`src/design/pcx_8bit_rle_decoder_top_defines.svh`:
```
// Assertion macros for the 8-bit PCX run-length decoder.
// Included by the top level; no other dependencies.
`ifndef PCX_8BIT_RLE_DECODER_TOP_DEFINES_SVH
`define PCX_8BIT_RLE_DECODER_TOP_DEFINES_SVH

`ifndef SYNTHESIS
`define PCX8_ASSERT_IMPLIES(label, ante, cons) \
  label: assert property (@(posedge clk) disable iff (!rst_n) (ante) |-> (cons)) \
    else $error("pcx8 assertion failed");
`define PCX8_ASSERT_NEVER(label, cond) \
  label: assert property (@(posedge clk) disable iff (!rst_n) !(cond)) \
    else $error("pcx8 assertion failed");
`else
`define PCX8_ASSERT_IMPLIES(label, ante, cons)
`define PCX8_ASSERT_NEVER(label, cond)
`endif

`endif

```
`src/design/pcx8_pkg.sv`:
```
// Shared types and constants of the 8-bit PCX run-length decoder.
// No dependencies; used by every module of the block.
package pcx8_pkg;

  localparam int MAX_LINE = 2048;
  localparam logic [7:0] RUN_MARK = 8'hC0;

  typedef enum logic [1:0] {
    CFG_STRIDE = 2'd0,
    CFG_WIDTH  = 2'd1,
    CFG_HEIGHT = 2'd2
  } cfg_index_t;

  typedef enum logic {
    CMD_PLACE = 1'b0,
    CMD_TRUNC = 1'b1
  } cmd_kind_t;

  typedef struct packed {
    cmd_kind_t  kind;
    logic [7:0] value;
    logic [5:0] count;
  } cmd_t;

  typedef struct packed {
    logic [11:0] stride;
    logic [11:0] width;
    logic [11:0] height;
  } cfg_t;

  typedef struct packed {
    logic [7:0]  pixel;
    logic [10:0] column;
    logic [10:0] row;
    logic        last;
    logic        done;
    logic        trunc;
  } res_t;

  typedef enum logic [1:0] {
    BK_IDLE  = 2'd0,
    BK_RUN   = 2'd1,
    BK_FLUSH = 2'd2
  } back_state_t;

  // Zero means one; anything above the line limit is held at the limit.
  function automatic logic [11:0] clamp_cfg(input logic [11:0] v);
    logic [11:0] r;
    if (v == 12'd0) begin
      r = 12'd1;
    end else if (v > 12'(MAX_LINE)) begin
      r = 12'(MAX_LINE);
    end else begin
      r = v;
    end
    return r;
  endfunction

endpackage

```
`src/design/pcx8_front.sv`:
```
// Front end: turns compressed bytes into placement and truncation commands.
// Depends on pcx8_pkg.
module pcx8_front (
  input  logic             clk,
  input  logic             rst_n,
  input  logic             in_tvalid,
  output logic             in_tready,
  input  logic [7:0]       in_tdata,
  input  logic             in_tlast,
  output logic             cmd_push,
  output pcx8_pkg::cmd_t   cmd_wdata,
  input  logic             cmd_full
);

  logic       awaiting_r, awaiting_nxt;
  logic [5:0] pending_r, pending_nxt;
  logic       accept;

  assign in_tready = !cmd_full;
  assign accept    = in_tvalid && in_tready;

  always_comb begin
    awaiting_nxt = awaiting_r;
    pending_nxt  = pending_r;
    cmd_push     = 1'b0;
    cmd_wdata.kind  = pcx8_pkg::CMD_PLACE;
    cmd_wdata.value = in_tdata;
    cmd_wdata.count = 6'd1;
    if (accept) begin
      if (in_tlast) begin
        cmd_push       = 1'b1;
        cmd_wdata.kind = pcx8_pkg::CMD_TRUNC;
        awaiting_nxt   = 1'b0;
        pending_nxt    = 6'd0;
      end else if (awaiting_r) begin
        // A run count of zero still places the value once.
        cmd_push        = 1'b1;
        cmd_wdata.count = (pending_r == 6'd0) ? 6'd1 : pending_r;
        awaiting_nxt    = 1'b0;
        pending_nxt     = 6'd0;
      end else if (in_tdata < pcx8_pkg::RUN_MARK) begin
        cmd_push = 1'b1;
      end else begin
        pending_nxt  = in_tdata[5:0];
        awaiting_nxt = 1'b1;
      end
    end
  end

  always_ff @(posedge clk) begin
    if (!rst_n) begin
      awaiting_r <= 1'b0;
      pending_r  <= 6'd0;
    end else begin
      awaiting_r <= awaiting_nxt;
      pending_r  <= pending_nxt;
    end
  end

endmodule

```
`src/design/pcx8_cmd_fifo.sv`:
```
// Short command queue between the front and back ends.
// Depends on pcx8_pkg for the command type.
module pcx8_cmd_fifo #(
  parameter int DEPTH = 4
) (
  input  logic           clk,
  input  logic           rst_n,
  input  logic           push,
  input  pcx8_pkg::cmd_t wdata,
  input  logic           pop,
  output pcx8_pkg::cmd_t rdata,
  output logic           full,
  output logic           not_empty
);

  localparam int PW = (DEPTH > 1) ? $clog2(DEPTH) : 1;
  localparam int CW = $clog2(DEPTH + 1);

  pcx8_pkg::cmd_t slots [DEPTH];
  logic [PW-1:0]  wr_ptr_r, wr_ptr_nxt;
  logic [PW-1:0]  rd_ptr_r, rd_ptr_nxt;
  logic [CW-1:0]  count_r, count_nxt;
  logic           do_push, do_pop;

  assign full      = (count_r == CW'(DEPTH));
  assign not_empty = (count_r != '0);
  assign do_push   = push && !full;
  assign do_pop    = pop && not_empty;
  assign rdata     = slots[rd_ptr_r];

  always_comb begin
    wr_ptr_nxt = wr_ptr_r;
    rd_ptr_nxt = rd_ptr_r;
    count_nxt  = count_r;
    if (do_push) begin
      wr_ptr_nxt = (wr_ptr_r == PW'(DEPTH - 1)) ? '0 : wr_ptr_r + 1'b1;
    end
    if (do_pop) begin
      rd_ptr_nxt = (rd_ptr_r == PW'(DEPTH - 1)) ? '0 : rd_ptr_r + 1'b1;
    end
    if (do_push && !do_pop) begin
      count_nxt = count_r + 1'b1;
    end else if (do_pop && !do_push) begin
      count_nxt = count_r - 1'b1;
    end
  end

  always_ff @(posedge clk) begin
    if (do_push) begin
      slots[wr_ptr_r] <= wdata;
    end
  end

  always_ff @(posedge clk) begin
    if (!rst_n) begin
      wr_ptr_r <= '0;
      rd_ptr_r <= '0;
      count_r  <= '0;
    end else begin
      wr_ptr_r <= wr_ptr_nxt;
      rd_ptr_r <= rd_ptr_nxt;
      count_r  <= count_nxt;
    end
  end

endmodule

```
`src/design/pcx8_back.sv`:
```
// Back end: places decoded bytes into strides and emits pixel results.
// Depends on pcx8_pkg; fed from pcx8_cmd_fifo.
module pcx8_back (
  input  logic            clk,
  input  logic            rst_n,
  input  pcx8_pkg::cfg_t  cfg,
  input  logic            cmd_valid,
  input  pcx8_pkg::cmd_t  cmd,
  output logic            cmd_pop,
  output logic            res_valid,
  input  logic            res_ready,
  output pcx8_pkg::res_t  res
);

  pcx8_pkg::back_state_t state_r, state_nxt;
  logic           finished_r, finished_nxt;
  logic [10:0]    col_r, col_nxt;
  logic [10:0]    row_r, row_nxt;
  logic [5:0]     rem_r, rem_nxt;
  logic [7:0]     val_r, val_nxt;
  logic           held_valid_r, held_valid_nxt;
  pcx8_pkg::res_t held_r, held_nxt;
  logic           out_valid_r, out_valid_nxt;
  pcx8_pkg::res_t out_r, out_nxt;

  logic [11:0] width_eff, col_x, row_x, room, skip_k, step_n, col_sum;
  logic [5:0]  rem_after;
  logic        can_push, is_pixel, wrap, last_row, stall;
  pcx8_pkg::res_t pix_res, trunc_res;

  assign res_valid = out_valid_r;
  assign res       = out_r;

  // Pixels kept per row never exceed the stride.
  assign width_eff = (cfg.width < cfg.stride) ? cfg.width : cfg.stride;
  assign col_x     = {1'b0, col_r};
  assign row_x     = {1'b0, row_r};
  assign can_push  = !out_valid_r || res_ready;
  assign is_pixel  = col_x < width_eff;
  assign room      = cfg.stride - col_x;

  // Padding is skipped up to the stride end in one step.
  always_comb begin
    if (col_x >= cfg.stride) begin
      skip_k = 12'd1;
    end else if (room > {6'd0, rem_r}) begin
      skip_k = {6'd0, rem_r};
    end else begin
      skip_k = room;
    end
  end

  assign step_n    = is_pixel ? 12'd1 : skip_k;
  assign col_sum   = col_x + step_n;
  assign wrap      = col_sum >= cfg.stride;
  assign last_row  = (row_x + 12'd1) >= cfg.height;
  assign rem_after = rem_r - step_n[5:0];
  assign stall     = is_pixel && held_valid_r && !can_push;

  always_comb begin
    pix_res.pixel  = val_r;
    pix_res.column = col_r;
    pix_res.row    = row_r;
    pix_res.last   = 1'b0;
    pix_res.done   = ((row_x + 12'd1) == cfg.height) && ((col_x + 12'd1) == width_eff);
    pix_res.trunc  = 1'b0;
    trunc_res.pixel  = 8'd0;
    trunc_res.column = col_r;
    trunc_res.row    = row_r;
    trunc_res.last   = 1'b0;
    trunc_res.done   = 1'b0;
    trunc_res.trunc  = 1'b1;
  end

  // Next state.
  always_comb begin
    state_nxt = state_r;
    unique case (state_r)
      pcx8_pkg::BK_IDLE: begin
        if (cmd_valid && !finished_r) begin
          state_nxt = (cmd.kind == pcx8_pkg::CMD_TRUNC) ? pcx8_pkg::BK_FLUSH
                                                        : pcx8_pkg::BK_RUN;
        end
      end
      pcx8_pkg::BK_RUN: begin
        if (!stall && ((rem_after == 6'd0) || (wrap && last_row))) begin
          state_nxt = pcx8_pkg::BK_FLUSH;
        end
      end
      pcx8_pkg::BK_FLUSH: begin
        if (!held_valid_r || can_push) begin
          state_nxt = pcx8_pkg::BK_IDLE;
        end
      end
      default: state_nxt = pcx8_pkg::BK_IDLE;
    endcase
  end

  // Outputs and datapath.
  always_comb begin
    cmd_pop        = 1'b0;
    finished_nxt   = finished_r;
    col_nxt        = col_r;
    row_nxt        = row_r;
    rem_nxt        = rem_r;
    val_nxt        = val_r;
    held_valid_nxt = held_valid_r;
    held_nxt       = held_r;
    out_valid_nxt  = out_valid_r && !res_ready;
    out_nxt        = out_r;
    unique case (state_r)
      pcx8_pkg::BK_IDLE: begin
        if (cmd_valid) begin
          cmd_pop = 1'b1;
          if (!finished_r) begin
            if (cmd.kind == pcx8_pkg::CMD_TRUNC) begin
              held_nxt       = trunc_res;
              held_valid_nxt = 1'b1;
              finished_nxt   = 1'b1;
            end else begin
              val_nxt = cmd.value;
              rem_nxt = cmd.count;
            end
          end
        end
      end
      pcx8_pkg::BK_RUN: begin
        if (!stall) begin
          rem_nxt = rem_after;
          if (wrap) begin
            col_nxt = 11'd0;
            if (last_row) begin
              finished_nxt = 1'b1;
            end else begin
              row_nxt = row_r + 11'd1;
            end
          end else begin
            col_nxt = col_sum[10:0];
          end
          if (is_pixel) begin
            // The held pixel is not the last one of this request.
            if (held_valid_r) begin
              out_nxt       = held_r;
              out_valid_nxt = 1'b1;
            end
            held_nxt       = pix_res;
            held_valid_nxt = 1'b1;
          end
        end
      end
      pcx8_pkg::BK_FLUSH: begin
        if (held_valid_r && can_push) begin
          out_nxt        = held_r;
          out_nxt.last   = 1'b1;
          out_valid_nxt  = 1'b1;
          held_valid_nxt = 1'b0;
        end
      end
      default: ;
    endcase
  end

  always_ff @(posedge clk) begin
    if (!rst_n) begin
      state_r      <= pcx8_pkg::BK_IDLE;
      finished_r   <= 1'b0;
      col_r        <= 11'd0;
      row_r        <= 11'd0;
      rem_r        <= 6'd0;
      held_valid_r <= 1'b0;
      out_valid_r  <= 1'b0;
    end else begin
      state_r      <= state_nxt;
      finished_r   <= finished_nxt;
      col_r        <= col_nxt;
      row_r        <= row_nxt;
      rem_r        <= rem_nxt;
      held_valid_r <= held_valid_nxt;
      out_valid_r  <= out_valid_nxt;
    end
  end

  always_ff @(posedge clk) begin
    val_r  <= val_nxt;
    held_r <= held_nxt;
    out_r  <= out_nxt;
  end

endmodule

```
`src/design/pcx_8bit_rle_decoder_top.sv`:
```
// Top level of the 8-bit PCX run-length decoder: config registers and wiring.
// Depends on pcx8_pkg, pcx8_front, pcx8_cmd_fifo, pcx8_back and the defines header.
`include "pcx_8bit_rle_decoder_top_defines.svh"

// The block expands the compressed pixel stream of an 8-bit PCX image into
// one result per kept pixel, tagged with its column and row. Each input
// request carries one compressed byte, or with in_tlast high the end of the
// stream. A byte below 0xC0 is a literal; any other byte is a run header whose
// low six bits give a count (zero counts as one) for the byte that follows.
// Headers produce no result. Decoded bytes fill strides of stride_bytes and
// only the first image_width bytes of each are emitted; out_tlast marks the
// final result caused by one input request. After image_height strides the
// block is finished and drops all input until reset; a stream end before
// that gives one result with the truncated flag set. Register values of zero
// read as one and values above 2048 read as 2048. Timing: the front end takes
// a byte and queues a command for the back end, which places one pixel per
// cycle unless its output is stalled. A literal passes the back end through
// fetch, place and hand-off of the held result, and a run through fetch, its
// placements and the hand-off; each stretch of stride padding inside a run
// is skipped at once. The back end's one-pixel-per-cycle placement sets the
// sustained input rate; the command queue lets the front end keep taking
// bytes while a run is being expanded.
module pcx_8bit_rle_decoder_top #(
  parameter int CMD_DEPTH = 4
) (
  input  logic        clk,
  input  logic        rst_n,
  // Configuration write port.
  input  logic        cfg_we,
  input  logic [1:0]  cfg_addr,
  input  logic [11:0] cfg_wdata,
  // Compressed input stream.
  input  logic        in_tvalid,
  output logic        in_tready,
  input  logic [7:0]  in_tdata,   // [7:0] data_byte
  input  logic        in_tlast,   // stream_end
  // Decoded pixel stream.
  output logic        out_tvalid,
  input  logic        out_tready,
  output logic [31:0] out_tdata,  // [7:0] pixel, [18:8] pixel_column, [29:19] pixel_row
  output logic        out_tlast,  // last result of one input request
  output logic [1:0]  out_tuser   // [0] image_done, [1] truncated
);

  logic [11:0]    stride_r, stride_nxt;
  logic [11:0]    width_r, width_nxt;
  logic [11:0]    height_r, height_nxt;
  pcx8_pkg::cfg_t cfg;

  logic           cmd_push, cmd_full, cmd_pop, cmd_valid;
  pcx8_pkg::cmd_t cmd_wdata, cmd_rdata;
  pcx8_pkg::res_t res;

  // Registers hold the already clamped values, so the back end sees legal
  // geometry only.
  always_comb begin
    stride_nxt = stride_r;
    width_nxt  = width_r;
    height_nxt = height_r;
    if (cfg_we) begin
      case (cfg_addr)
        pcx8_pkg::CFG_STRIDE: stride_nxt = pcx8_pkg::clamp_cfg(cfg_wdata);
        pcx8_pkg::CFG_WIDTH:  width_nxt  = pcx8_pkg::clamp_cfg(cfg_wdata);
        pcx8_pkg::CFG_HEIGHT: height_nxt = pcx8_pkg::clamp_cfg(cfg_wdata);
        default: ;
      endcase
    end
  end

  always_ff @(posedge clk) begin
    if (!rst_n) begin
      stride_r <= 12'd1;
      width_r  <= 12'd1;
      height_r <= 12'd1;
    end else begin
      stride_r <= stride_nxt;
      width_r  <= width_nxt;
      height_r <= height_nxt;
    end
  end

  assign cfg.stride = stride_r;
  assign cfg.width  = width_r;
  assign cfg.height = height_r;

  pcx8_front u_front (
    .clk       (clk),
    .rst_n     (rst_n),
    .in_tvalid (in_tvalid),
    .in_tready (in_tready),
    .in_tdata  (in_tdata),
    .in_tlast  (in_tlast),
    .cmd_push  (cmd_push),
    .cmd_wdata (cmd_wdata),
    .cmd_full  (cmd_full)
  );

  pcx8_cmd_fifo #(
    .DEPTH (CMD_DEPTH)
  ) u_fifo (
    .clk       (clk),
    .rst_n     (rst_n),
    .push      (cmd_push),
    .wdata     (cmd_wdata),
    .pop       (cmd_pop),
    .rdata     (cmd_rdata),
    .full      (cmd_full),
    .not_empty (cmd_valid)
  );

  pcx8_back u_back (
    .clk       (clk),
    .rst_n     (rst_n),
    .cfg       (cfg),
    .cmd_valid (cmd_valid),
    .cmd       (cmd_rdata),
    .cmd_pop   (cmd_pop),
    .res_valid (out_tvalid),
    .res_ready (out_tready),
    .res       (res)
  );

  assign out_tdata = {2'b00, res.row, res.column, res.pixel};
  assign out_tlast = res.last;
  assign out_tuser = {res.trunc, res.done};

  // A command is never pushed into a full queue.
  `PCX8_ASSERT_NEVER(a_no_overflow, cmd_push && cmd_full)
  // Nothing follows a truncation result within its request.
  `PCX8_ASSERT_IMPLIES(a_trunc_last, out_tvalid && out_tuser[1], out_tlast)
  // Only padding can follow the final pixel, so it always closes its request.
  `PCX8_ASSERT_IMPLIES(a_done_last, out_tvalid && out_tuser[0], out_tlast)
  // A result is either a finished image pixel or a truncation, never both.
  `PCX8_ASSERT_NEVER(a_done_trunc, out_tvalid && out_tuser[0] && out_tuser[1])

endmodule
```
`config.mk`:
```
export PLATFORM = sky130hd
export DESIGN_NAME = pcx_8bit_rle_decoder_top
export DESIGN_NICKNAME = d
export VERILOG_FILES = /design/src/design/pcx8_pkg.sv /design/src/design/pcx8_front.sv /design/src/design/pcx8_cmd_fifo.sv /design/src/design/pcx8_back.sv /design/src/design/pcx_8bit_rle_decoder_top.sv
export VERILOG_INCLUDE_DIRS = /design/src /design/src/design
export SDC_FILE = /design/constraint.sdc
export NUM_CORES = 1
export LEC_CHECK = 0
export ABC_AREA = 1
export BUFFER_PORTS_ARGS = -buffer_cell sky130_fd_sc_hd__buf_2
export CAP_MARGIN = 20
export CELL_PAD_IN_SITES_DETAIL_PLACEMENT = 2
export CELL_PAD_IN_SITES_GLOBAL_PLACEMENT = 2
export CORE_MARGIN = 2
export CORE_UTILIZATION = 39
export CTS_BUF_LIST = sky130_fd_sc_hd__clkbuf_16
export DETAILED_ROUTE_END_ITERATION = 8
export PLACE_DENSITY = 0.89
export SETUP_SLACK_MARGIN = 0.3
export SYNTH_ARGS = -nofsm -noshare
export SYNTH_HDL_FRONTEND = slang
export SYNTH_SLANG_ARGS = --single-unit
```
`constraint.sdc`:
```
create_clock -name clk -period 7.4 [get_ports clk]
set_input_delay 1.11 -clock clk [delete_from_list [all_inputs] [get_ports clk]]
set_output_delay 1.11 -clock clk [all_outputs]
set_load 0.05 [all_outputs]
```
**Word-level counts from Yosys, hierarchy flattened**

Memory sizes are Yosys's and may differ from the RTL's. A register that Yosys moved wholly into a read port is not among the register bits.
Index checks and enable logic that the tools add are counted.

- $add $sub $neg: 10
- Equality and inequality tests: 23
- Multiplexer cells: 73
- $lt $le $gt $ge: 8
- Reductions and logical operators: 48
- Bitwise gates (word level): 4

Operators with widths:

| kind | number |
|---|---|
| 33-bit 2-to-1 mux | 9 |
| 33-bit one-hot mux with 2 select lines | 2 |
| 12-bit 2-to-1 mux | 6 |
| 6-bit 2-to-1 mux | 11 |
| 1-bit 2-to-1 mux | 29 |
| 11-bit by 1-bit adder with 12-bit output, second input constant | 2 |
| 12-bit == test | 2 |
| 12-bit greater-or-equal comparator | 2 |
| 2-bit by 1-bit inequality test with 1-bit output, second input constant | 9 |
| 2-bit 2-to-1 mux | 8 |
| 5-bit AND reduction | 3 |
| 1-bit logical AND | 13 |
| 11-bit by 12-bit adder with 12-bit output | 1 |
| 11-bit by 12-bit greater-or-equal comparator with 1-bit output | 1 |
| 12-bit greater-than comparator, second input constant | 1 |
| 12-bit by 6-bit greater-than comparator with 1-bit output | 1 |
| 12-bit logical NOT | 1 |
| 6-bit logical NOT | 2 |
| 11-bit by 12-bit less-than comparator with 1-bit output | 1 |
| 12-bit less-than comparator | 1 |
| 6-bit one-hot mux with 2 select lines | 1 |
| 12-bit by 11-bit subtractor with 12-bit output | 1 |
| 11-bit by 1-bit adder with 11-bit output, second input constant | 1 |
| 11-bit 2-to-1 mux | 1 |
| other kinds (25) | 57 |

- Register bits: 157
- Memories: 1
- Output and inout bits: 37
- Bits of input ports: 28
- Bits in writable memories: 60

Memory list:

| memory | depth | width | read ports | clocked after memory_dff | write ports | line | source |
|---|---|---|---|---|---|---|---|
| u_fifo.slots | 4 | 15 | 1 | 1 | 1 | pcx8_cmd_fifo.sv:19 | `pcx8_pkg::cmd_t slots [DEPTH];` |

**Logic depth before layout (Yosys ltp)**

Gate-level depths: netlist of run 1.

- Word-level depth: 12
- Mapped depth: 52
- Gate-level depth less buffers: 51

**By module**

A second synthesis of run 1 with hierarchy kept.

- Cells, all modules: 1289
- Area total of the unflattened synthesis: 11715.0 µm²

Modules (own cells, without submodules):

| module | area each (µm²) | sequential area each (µm²) | instances | cells an instance |
|---|---|---|---|---|
| pcx8_back | 7100.6 | 2852.7 | 1 | 855 |
| pcx8_cmd_fifo | 2852.7 | 1981.9 | 1 | 216 |
| pcx_8bit_rle_decoder_top | 1321.3 | 720.7 | 1 | 157 |
| pcx8_front | 440.4 | 140.1 | 1 | 61 |

**Worst setup path before layout of run 1**

No wires, ideal clock.

- Path kind: register -> register
- From: reg stride_r[11]
- To: reg u_back.col_r[0]
- Stages on the path, launching flop included: 45
- Required time: 7.259 ns
- Setup time: 0.141 ns
- Setup slack: 1.938 ns
- Arrival: 5.321 ns
- Cells stage by stage: dfxtp_1 inv_1 ha_1 a21oi_1 o21ai_0 a21oi_1 nand2_2 buf_2 o21ai_0 inv_1 ha_1 nand2_1 o21a_1 nand2_1 nand2_1 nand2_1 nand2_1 nand2_1 (+9 left out) nand2_1 nand2_1 nand2_1 nand2_1 a21oi_1 or2_2 nand2_1 inv_1 ha_1 nand2_1 inv_1 nand2_1 nand2_1 nand2_1 nand2_1 inv_1 o21ai_1 a211oi_1

- Longest elaborated chain between the ends: 8
- Elaborated cells between the ends (all ways): 16
- Classes of those cells: add/sub (2); order compare (5); mux (5); bitwise (1); reduce/logical (3)

Ends and longest elaborated chain:

| element | line | source |
|---|---|---|
| start, declared | pcx_8bit_rle_decoder_top.sv:45 | `logic [11:0] stride_r, stride_nxt;` |
| start signal, assigned | pcx_8bit_rle_decoder_top.sv:76 | `stride_r <= stride_nxt;` |
| 12-bit by 11-bit subtractor with 12-bit output | pcx8_back.sv:40 | `assign room = cfg.stride - col_x;` |
| 12-bit by 6-bit greater-than comparator with 1-bit output | pcx8_back.sv:46 | `end else if (room > {6'd0, rem_r}) begin` |
| 12-bit 2-to-1 mux | pcx8_back.sv:46 |  |
| 12-bit 2-to-1 mux | pcx8_back.sv:44 | `if (col_x >= cfg.stride) begin` |
| 12-bit 2-to-1 mux | pcx8_back.sv:53 | `assign step_n = is_pixel ? 12'd1 : skip_k;` |
| 11-bit by 12-bit adder with 12-bit output | pcx8_back.sv:54 | `assign col_sum = col_x + step_n;` |
| 12-bit greater-or-equal comparator | pcx8_back.sv:55 | `assign wrap = col_sum >= cfg.stride;` |
| 11-bit 2-to-1 mux | pcx8_back.sv:130 | `if (wrap) begin` |
| end signal, assigned | pcx8_back.sv:175 | `col_r <= col_nxt;` |
| end, declared | pcx8_back.sv:17 | `logic [10:0] col_r, col_nxt;` |

Parallel ways exist; a longest one is shown, timed or not.
A chain may end at the register's enable or synchronous reset.

**Worst setup path after layout of run 1**

- From: reg stride_r[11]
- To: reg u_back.state_r[0]

- Longest elaborated chain between the ends: 12
- Elaborated cells between the ends (all ways): 21
- Classes of those cells: add/sub (3); order compare (5); eq/ne (1); mux (4); reduce/logical (8)

Ends and longest elaborated chain:

| element | line | source |
|---|---|---|
| 12-bit by 11-bit subtractor with 12-bit output | pcx8_back.sv:40 |  |
| 12-bit by 6-bit greater-than comparator with 1-bit output | pcx8_back.sv:46 |  |
| 12-bit 2-to-1 mux | pcx8_back.sv:46 |  |
| 12-bit 2-to-1 mux | pcx8_back.sv:44 |  |
| 12-bit 2-to-1 mux | pcx8_back.sv:53 |  |
| 11-bit by 12-bit adder with 12-bit output | pcx8_back.sv:54 |  |
| 12-bit greater-or-equal comparator | pcx8_back.sv:55 |  |
| 1-bit logical AND | pcx8_back.sv:86 | `if (!stall && ((rem_after == 6'd0) \|\| (wrap && last_row))) begin` |
| 1-bit logical OR | pcx8_back.sv:86 |  |
| 1-bit logical AND * | pcx8_back.sv:86 |  |
| 2-bit by 1-bit inequality test with 1-bit output (no source line) * | n/a |  |
| 3-bit AND reduction (no source line) * | n/a |  |
| end signal, assigned | pcx8_back.sv:165 | `state_r <= pcx8_pkg::BK_IDLE;` |
| end signal, assigned | pcx8_back.sv:173 | `state_r <= state_nxt;` |
| end, declared | pcx8_back.sv:15 | `pcx8_pkg::back_state_t state_r, state_nxt;` |

Every way passes the cells marked *; elsewhere a longest branch is shown, timed or not.

==> out/metrics.yaml, run 1 <==
finish:
  fin_nets: 1472
  seqCellArea_sq_um: 5703
  multi_input_area_sq_um: 5144
  drive_above_1_share_pct: 13.95
  area_growth_pct: 14.91
  nFillCells: 3156
clocking:
  clock-sinks: 218
  ctsLongestPathBuffers: 3
  h-tree-depth: 1
  cts_hold_buf: 0
  clk_pin_slew_ns: 0.07
  clk_latency_ns: 0.56
  root_buffer: "clkbuf_16"
  tritoncts: "done"
  numCtsBuffers: 25
worst_hold_path:
  hold_path_class: "reg2reg"
  hold_start: "u_back.held_r[16]"
global_route:
  grt_max_degree: 59
  grt_pass1_wl_microns: 68570
  grtUsageTotal_pct: 29.16
  grt_pass1_vias: 11093
  grt_overflow: 0
  antenna_found_initial: 1
place:
  port-buffer-count: 62
  gp_congestion: 0.8627
  dp_slack_ns: 0.08922
  hpwl_microns: 29880
synthesis:
  seq_area_frac_synth_pct: 49.51
  synth_area_per_cell_sq_um: 9.051
  ys_ff_latch: 218
  yosysUniqueCellTypes: 54
  syn_area_sq_um: 11500
  synth_cells: 1271
  yosys_warnings: 0
die:
  rows: 62
  initial_utilization_pct: 39.86
  die_w_microns: 175.7
  io_pins: 65
  die_h_microns: 175.7
  coreArea_sq_um: 28860
  die_area_sq_um: 30890
worst_setup_path:
  crit_slowest_cell: "dfxtp_4"
  worstSetupPathType: "reg2reg"
  crit_path_max_fanout: 12
  arrival_ns: 7.60
  slowest_delay_ns: 0.42
  startpoint: "stride_r[11]"
  r2r_start: "stride_r[11]"
  cp_common_cell: "nand2_1"
  cp.required_ns: 7.86
  crit_path_end_kind: "register"
  cp-start-kind: "register"
timing:
  slew_violations: 0
  fmax_mhz: 140.1
  worst_hold_slack_ns: 0.4170
  hold_viol: 0
  setup_ws_ns: 0.2647
  period_needed_ns: 7.135
  skew_ns: 0.02021
  max_slew.worst_pin.slew_ns: 1.145
  post-route-period-util_pct: 96.42
  rsz0062_at_grt: "yes"
  finalSetupViolCount: 0
  slew_headroom_pct: 23.50
pwr:
  comb_power_share_pct: 48.6
  internal_power_mw: 3.118
  p_sw_mw: 2.963
  powerDensity_nw_per_um2: 460.0
  ir_drop_mv: 0.1718
  p_seq_share_pct: 32.0
  leakage_nw: 5.645
  swShare_pct: 48.72
  p_clk_share_pct: 19.4
drt:
  drc_errors: 0
  dr.pass1.iters: 5
  wl_microns: 48180
  ant_nets: 0
  vias: 10201
  drt_iter0_markers: 789
  avgViaCountPerCell: 5.816
  drt-wirelength-per-cell_microns: 27.47
run:
  cap_viol_max_count: 0
status:
  outcome: "completed"
[cells by family after synthesis]
family	count (synthesis)	synth area share, %
simple gates	424	16.10
compound gates	279	13.73
buf+inv	220	7.483
flops	218	49.51
fa+ha+maj	94	10.49
xor+xnor	35	2.665
other cells	1	0.03260
[state kept, by name (all words and copies together), names as in the netlist, 3 cells and up, named ones only]
name / flops
u_back.rem_r: 6
width_r: 12
u_fifo.slots: 60
stride_r: 12
u_fifo.count_r: 3
u_back.res: 33
u_back.val_r: 8
u_front.pending_r: 6
u_back.col_r: 11
height_r: 12
u_back.row_r: 11
u_back.held_r: 32
[metrics by stage]
step | power [mW] | cells | TNS, ns | instance area (sq um) | utilization [%]
floorplan | 3.675 | 1277 | 0 | 11530 | -
CTS | 5.906 | 1748 | 0 | 13080 | 45.32
global route | 6.371 | 1753 | -0.4002 | 13220 | 45.80
detailed placement | 4.577 | 1698 | 0 | 12280 | 42.54
global placement | 4.281 | 1696 | 0 | 12240 | 42.40
finish | 6.080 | 1754 | 0 | 13220 | 45.81
[Yosys cell counts (all sizes together)]
cell     instances  area share, %
a211oi          16            1.0
o311ai           1          0.076
edfxtp         133             35
o21ai          112            5.0
nor3b            2           0.13
fa               4           0.70
buf             11           0.64
ha              90            9.8
o211ai           7           0.46
o21bai           3           0.20
nor2            96            3.3
nand4            9           0.62
nand3b           1          0.065
or2              2           0.11
nor4             4           0.22
nand3           41            2.0
a21oi          112            5.1
dfxtp           85             15
nand2          250            8.7
a31oi            1          0.054
o221ai           2           0.15
o211a            1          0.087
conb             1          0.033
nor3            18           0.87
a21boi           2           0.13
clkinv           2          0.065
inv            186            6.1
o2111ai          3           0.23
and2             1          0.054
a22oi            1          0.065
a32o             3           0.26
clkbuf          21           0.69
o22ai           11           0.60
a221oi           1          0.076
a21o             1          0.065
o31ai            1          0.065
xor2            31            2.4
o21a             1          0.065
xnor2            4           0.30
[layer usage]
layer,share of wire (%),vias up,track usage [%]
li1,-,4452,-
met1,40,5155,36.07
met2,49,422,51.46
met3,5.7,172,3.961
met4,5.1,0,11.47
met5,0,-,0
[placed cells by master (no fill, tap or decap), drive strengths merged, types with 18 or more instances in the layout]
| cell type | instances |
|---|---|
| buf | 76 |
| nand2 | 251 |
| clkbuf | 25 |
| a21oi | 112 |
| nor2 | 96 |
| nor3 | 18 |
| ha | 90 |
| xor2 | 31 |
| edfxtp | 133 |
| inv | 195 |
| dfxtp | 85 |
| nand3 | 41 |
| o21ai | 112 |
[power groups by stage]
stage	Sequential, mW	Combinational [mW]	Clock [mW]
6_report	1.94	2.96	1.18
5_1_grt	1.97	3.17	1.23
4_1_cts	1.93	2.80	1.17
3_5_place_dp	1.95	2.63	0
3_3_place_gp	1.91	2.38	0
2_1_floorplan	2.21	1.47	0
[worst paths after layout]
check | to | slack (ns) | cells past startpoint
max reg2reg | u_back.state_r[0] | 0.26 | 46
min reg2reg | u_back.res[16] | 0.42 | 0
min | u_back.res[16] | 0.42 | 0
max | u_back.state_r[0] | 0.26 | 46
[layout make-up]
type | instances | share of cell area (%)
tap | 384 | 3.635
timing repair buffer | 76 | 3.351
sequential | 218 | 43.14
inverter | 188 | 5.386
clock inverter | 21 | 0.8235
antenna | 1 | 0.01893
multi-input combinational | 841 | 38.91
clock buffer | 25 | 4.733
[what timing repair did]
item / in CTS / in global routing
gates resized for setup: 10 / 29
endpoints found under the setup margin: 25 / 25
pin swaps: 4 / 4
cloned: 2 / 0
buffers inserted: 2 / 4
[worst max-delay path: cells and delay by family (launching register included)]
family                     cells  cell delay (ns)
DFF                            1             0.42
and+or+nand+nor               29             2.70
adders and majority gates      4             1.37
xor gates and xnor gates       1             0.19
buffers and inverters          3             0.31
AOI/OAI and AO/OA              9             2.03
Power figures use the tool's default switching activity.
==> run 2: changes to the inputs <==
--- a/config.mk
+++ b/config.mk
@@ -6,16 +6,15 @@
 export SDC_FILE = /design/constraint.sdc
 export NUM_CORES = 1
 export LEC_CHECK = 0
-export ABC_AREA = 1
 export BUFFER_PORTS_ARGS = -buffer_cell sky130_fd_sc_hd__buf_2
 export CAP_MARGIN = 20
 export CELL_PAD_IN_SITES_DETAIL_PLACEMENT = 2
 export CELL_PAD_IN_SITES_GLOBAL_PLACEMENT = 2
 export CORE_MARGIN = 2
-export CORE_UTILIZATION = 39
+export CORE_UTILIZATION = 41
 export CTS_BUF_LIST = sky130_fd_sc_hd__clkbuf_16
 export DETAILED_ROUTE_END_ITERATION = 8
-export PLACE_DENSITY = 0.89
+export PLACE_DENSITY = 0.88
 export SETUP_SLACK_MARGIN = 0.3
 export SYNTH_ARGS = -nofsm -noshare
 export SYNTH_HDL_FRONTEND = slang
==> out/metrics.yaml, run 2 <==
pwr:
  powerDensity_nw_per_um2: 366.6  # was 460.0 nW/um^2
  finalPower_mw: 5.052  # was 6.080 mW
  leakage_nw: 5.424  # was 5.645 nW
  ir_drop_mv: 0.2146  # was 0.1718 mV
synthesis:
  yosysMostFrequentCell: "edfxtp_1"  # was nand2_1
  synth_edf_count: 133  # unchanged
  netlist_top_cells_area: "edfxtp_1 (35%), dfxtp_1 (15%), ha_1 (10%), nand2_1 (3.6%), a21oi_1 (3.0%)"  # was edfxtp_1 (35%), dfxtp_1 (15%), ha_1 (9.8%), nand2_1 (7.6%), inv_1 (5.9%)
  yosys_warnings: 0  # unchanged
  syn_area_sq_um: 11260  # was 11500 sq um
  dominantRegCellSynth: "edfxtp_1"  # unchanged
  seq_area_frac_synth_pct: 50.57  # was 49.51%
  synth_cells: 1013  # was 1271
  synthTopCellsByCount: "edfxtp_1 (133), nand2_1 (109), ha_1 (90), dfxtp_1 (85), a21oi_1 (68)"  # was nand2_1 (234), inv_1 (182), edfxtp_1 (133), a21oi_1 (105), o21ai_0 (97)
  yosysUniqueCellTypes: 80  # was 54
  synth_area_per_cell_sq_um: 11.12  # was 9.051 sq um
  synth.top_cell.area_share_pct: 35.46  # was 34.72%
  async_flop_share_pct: 0  # unchanged
  yosysTopAreaCell: "edfxtp_1"  # unchanged
  ys_ff_latch: 218  # unchanged
finish:
  area_growth_pct: 22.36  # was 14.91%
  drive_above_1_share_pct: 25.75  # was 13.95%
  fin_nets: 1273  # was 1472
  final_cell_mix: "edfxtp_1 (133), nand2_1 (108), dfxtp_1 (76)"  # was nand2_1 (231), inv_1 (186), edfxtp_1 (133)
  final_util_pct: 51.13  # was 45.81%
  max_flop_register: "u_fifo.slots"  # unchanged
  final_common_cell: "edfxtp_1"  # was nand2_1
  largest_register_ffs: 60  # unchanged
  nFillCells: 2631  # was 3156
  n_antenna_cell: 0  # was 1
timing:
  finalSetupViolCount: 15  # was 0
  worst_hold_slack_ns: 0.4194  # was 0.4170 ns
  post-route-period-util_pct: 102.5  # was 96.42%
  hold_viol: 0  # unchanged
  max_slew.worst_pin.slew_ns: 1.512  # was 1.145 ns
  skew_ns: 0.01600  # was 0.02021 ns
  rsz0062_at_grt: "yes"  # unchanged
  slew_violations: 3  # was 0
  period_needed_ns: 7.588  # was 7.135 ns
  setup_ws_ns: -0.1879  # was 0.2647 ns
  fmax_mhz: 131.8  # was 140.1 MHz
  slew_headroom_pct: -3.389  # was 23.50%
clocking:
  cts_hold_buf: 0  # unchanged
  clock-sinks: 218  # unchanged
  numCtsBuffers: 24  # was 25
  ctsLongestPathBuffers: 3  # unchanged
  clk_latency_ns: 0.55  # was 0.56 ns
  tritoncts: "done"  # unchanged
  clk_pin_slew_ns: 0.07  # about the same
  h-tree-depth: 1  # unchanged
  root_buffer: "clkbuf_16"  # unchanged
drt:
  ant_nets: 0  # unchanged
  dr.pass1.iters: 8  # was 5
  avgViaCountPerCell: 6.283  # was 5.816
  vias: 9487  # was 10201
  drc_errors: 0  # unchanged
  drt-wirelength-per-cell_microns: 32.09  # was 27.47 microns
  drt_iter0_markers: 831  # was 789
  wl_microns: 48460  # was 48180 microns
place:
  hpwl_microns: 25550  # was 29880 microns
  port-buffer-count: 62  # unchanged
  gp_congestion: 0.8499  # was 0.8627
  dp_slack_ns: -0.3429  # was 0.08922 ns
worst_setup_path:
  slowest_delay_ns: 0.39  # was 0.42 ns
  cp-start-kind: "register"  # unchanged
  crit_slowest_cell: "a211oi_4"  # was dfxtp_4
  arrival_ns: 8.01  # was 7.60 ns
  crit_path_end_kind: "register"  # unchanged
  cp.required_ns: 7.82  # was 7.86 ns
  worstSetupPathType: "reg2reg"  # unchanged
  crit_path_max_fanout: 6  # was 12
  cp_common_cell: "o21ai_2"  # was nand2_1
die:
  die_w_microns: 169.7  # was 175.7 microns
  rows: 60  # was 62
  die_area_sq_um: 28810  # was 30890 sq um
  die_h_microns: 169.7  # was 175.7 microns
  initial_utilization_pct: 41.79  # was 39.86%
  io_pins: 65  # unchanged
  coreArea_sq_um: 26950  # was 28860 sq um
global_route:
  antenna_found_initial: 0  # was 1
  grt_pass1_vias: 10079  # was 11093
  grt_pass1_wl_microns: 62060  # was 68570 microns
  grt_max_degree: 51  # was 59
  grt_overflow: 0  # unchanged
  grtUsageTotal_pct: 28.90  # was 29.16%
worst_hold_path:
  hold_path_class: "reg2reg"  # unchanged
run:
  cap_viol_max_count: 1  # was 0
status:
  outcome: "finished with violations"  # was completed
  violations: "max-capacitance violations, max-slew violations, negative setup slack"
run 2: cell types whose count changed after synthesis, sizes merged, moves of 15 or more:
| cell | change |
|---|---|
| o21ai | -85 |
| mux4 | +15 |
| nand3 | -24 |
| nand2 | -141 |
| xnor2 | +29 |
| a21o | +16 |
| nor2b | +35 |
| nor2 | -48 |
| inv | -120 |
| a21oi | -44 |
| a22oi | +17 |
| and2 | +32 |
run 2: timing repair:
item / 4_1_cts / 5_1_grt
buffers inserted: 15 / 24
resized for setup: 41 / 84
endpoints found under the setup margin: 25 / 25
pin swaps: 18 / 36
gates cloned: 2 / 3
run 2: path summary, 6_finish.rpt:
path                           from               end  slack [ns]  cells after the start
setup / recovery        stride_r[4]  u_back.row_r[10]       -0.19                     37
hold / removal    u_back.held_r[16]    u_back.res[16]        0.42                      0
setup reg to reg        stride_r[4]  u_back.row_r[10]       -0.19                     37
hold reg to reg   u_back.held_r[16]    u_back.res[16]        0.42                      0
run 2: worst max-delay path, delay by kind of cell, from the launching register on:
family	cells	cell delay, ns
xor+xnor	2	0.45
fa+ha+maj	4	1.09
simple gates	5	0.80
compound gates	21	4.10
buf+inv	5	0.64
flops	1	0.36
run 2: per-stage QoR:
stage | TNS, ns | instance area, sq um | instances
2_1_floorplan | 0 | 11280 | 1019
3_3_place_gp | 0 | 12120 | 1420
6_report | -1.396 | 13780 | 1510
4_1_cts | 0 | 13160 | 1481
5_1_grt | -2.937 | 13780 | 1510
3_5_place_dp | -4.607 | 12120 | 1420
run 2: cell families (layout without fill, tap and decap cells):
kind of cell / after synthesis / in the layout / share of synthesized area [%]
compound gates: 206 / 206 / 12.54
xor+xnor: 54 / 54 / 4.200
fa+ha+maj: 94 / 94 / 10.71
buf+inv: 98 / 248 / 3.500
flops: 218 / 218 / 50.57
mux: 28 / 28 / 4.166
other cells: 1 / 7 / 0.03330
simple gates: 314 / 314 / 14.28
run 2: area by class of cell:
class / count / area (sq um) / share of cell area, %
Tap cell: 341 / 426.7 / 3.096
Inverter: 67 / 256.5 / 1.861
Multi-Input combinational cell: 703 / 5669 / 41.14
Sequential cell: 218 / 5712 / 41.45
Clock inverter: 20 / 127.6 / 0.9261
Clock buffer: 24 / 600.6 / 4.358
Timing Repair Buffer: 137 / 988.4 / 7.173
run 2: power breakdown:
part,switching [mW],total [mW],internal (mW)
registers,0.150,1.78,1.63
clock network,0.543,1.17,0.626
logic,1.42,2.10,0.678
run 2: metal layers:
layer | track usage [%] | vias up | wire, microns
li1 | - | 3921 | -
met1 | 33.43 | 4835 | 18460
met2 | 51.07 | 515 | 24150
met3 | 4.851 | 216 | 2860
met4 | 15.79 | 0 | 2988
met5 | 0 | - | 0
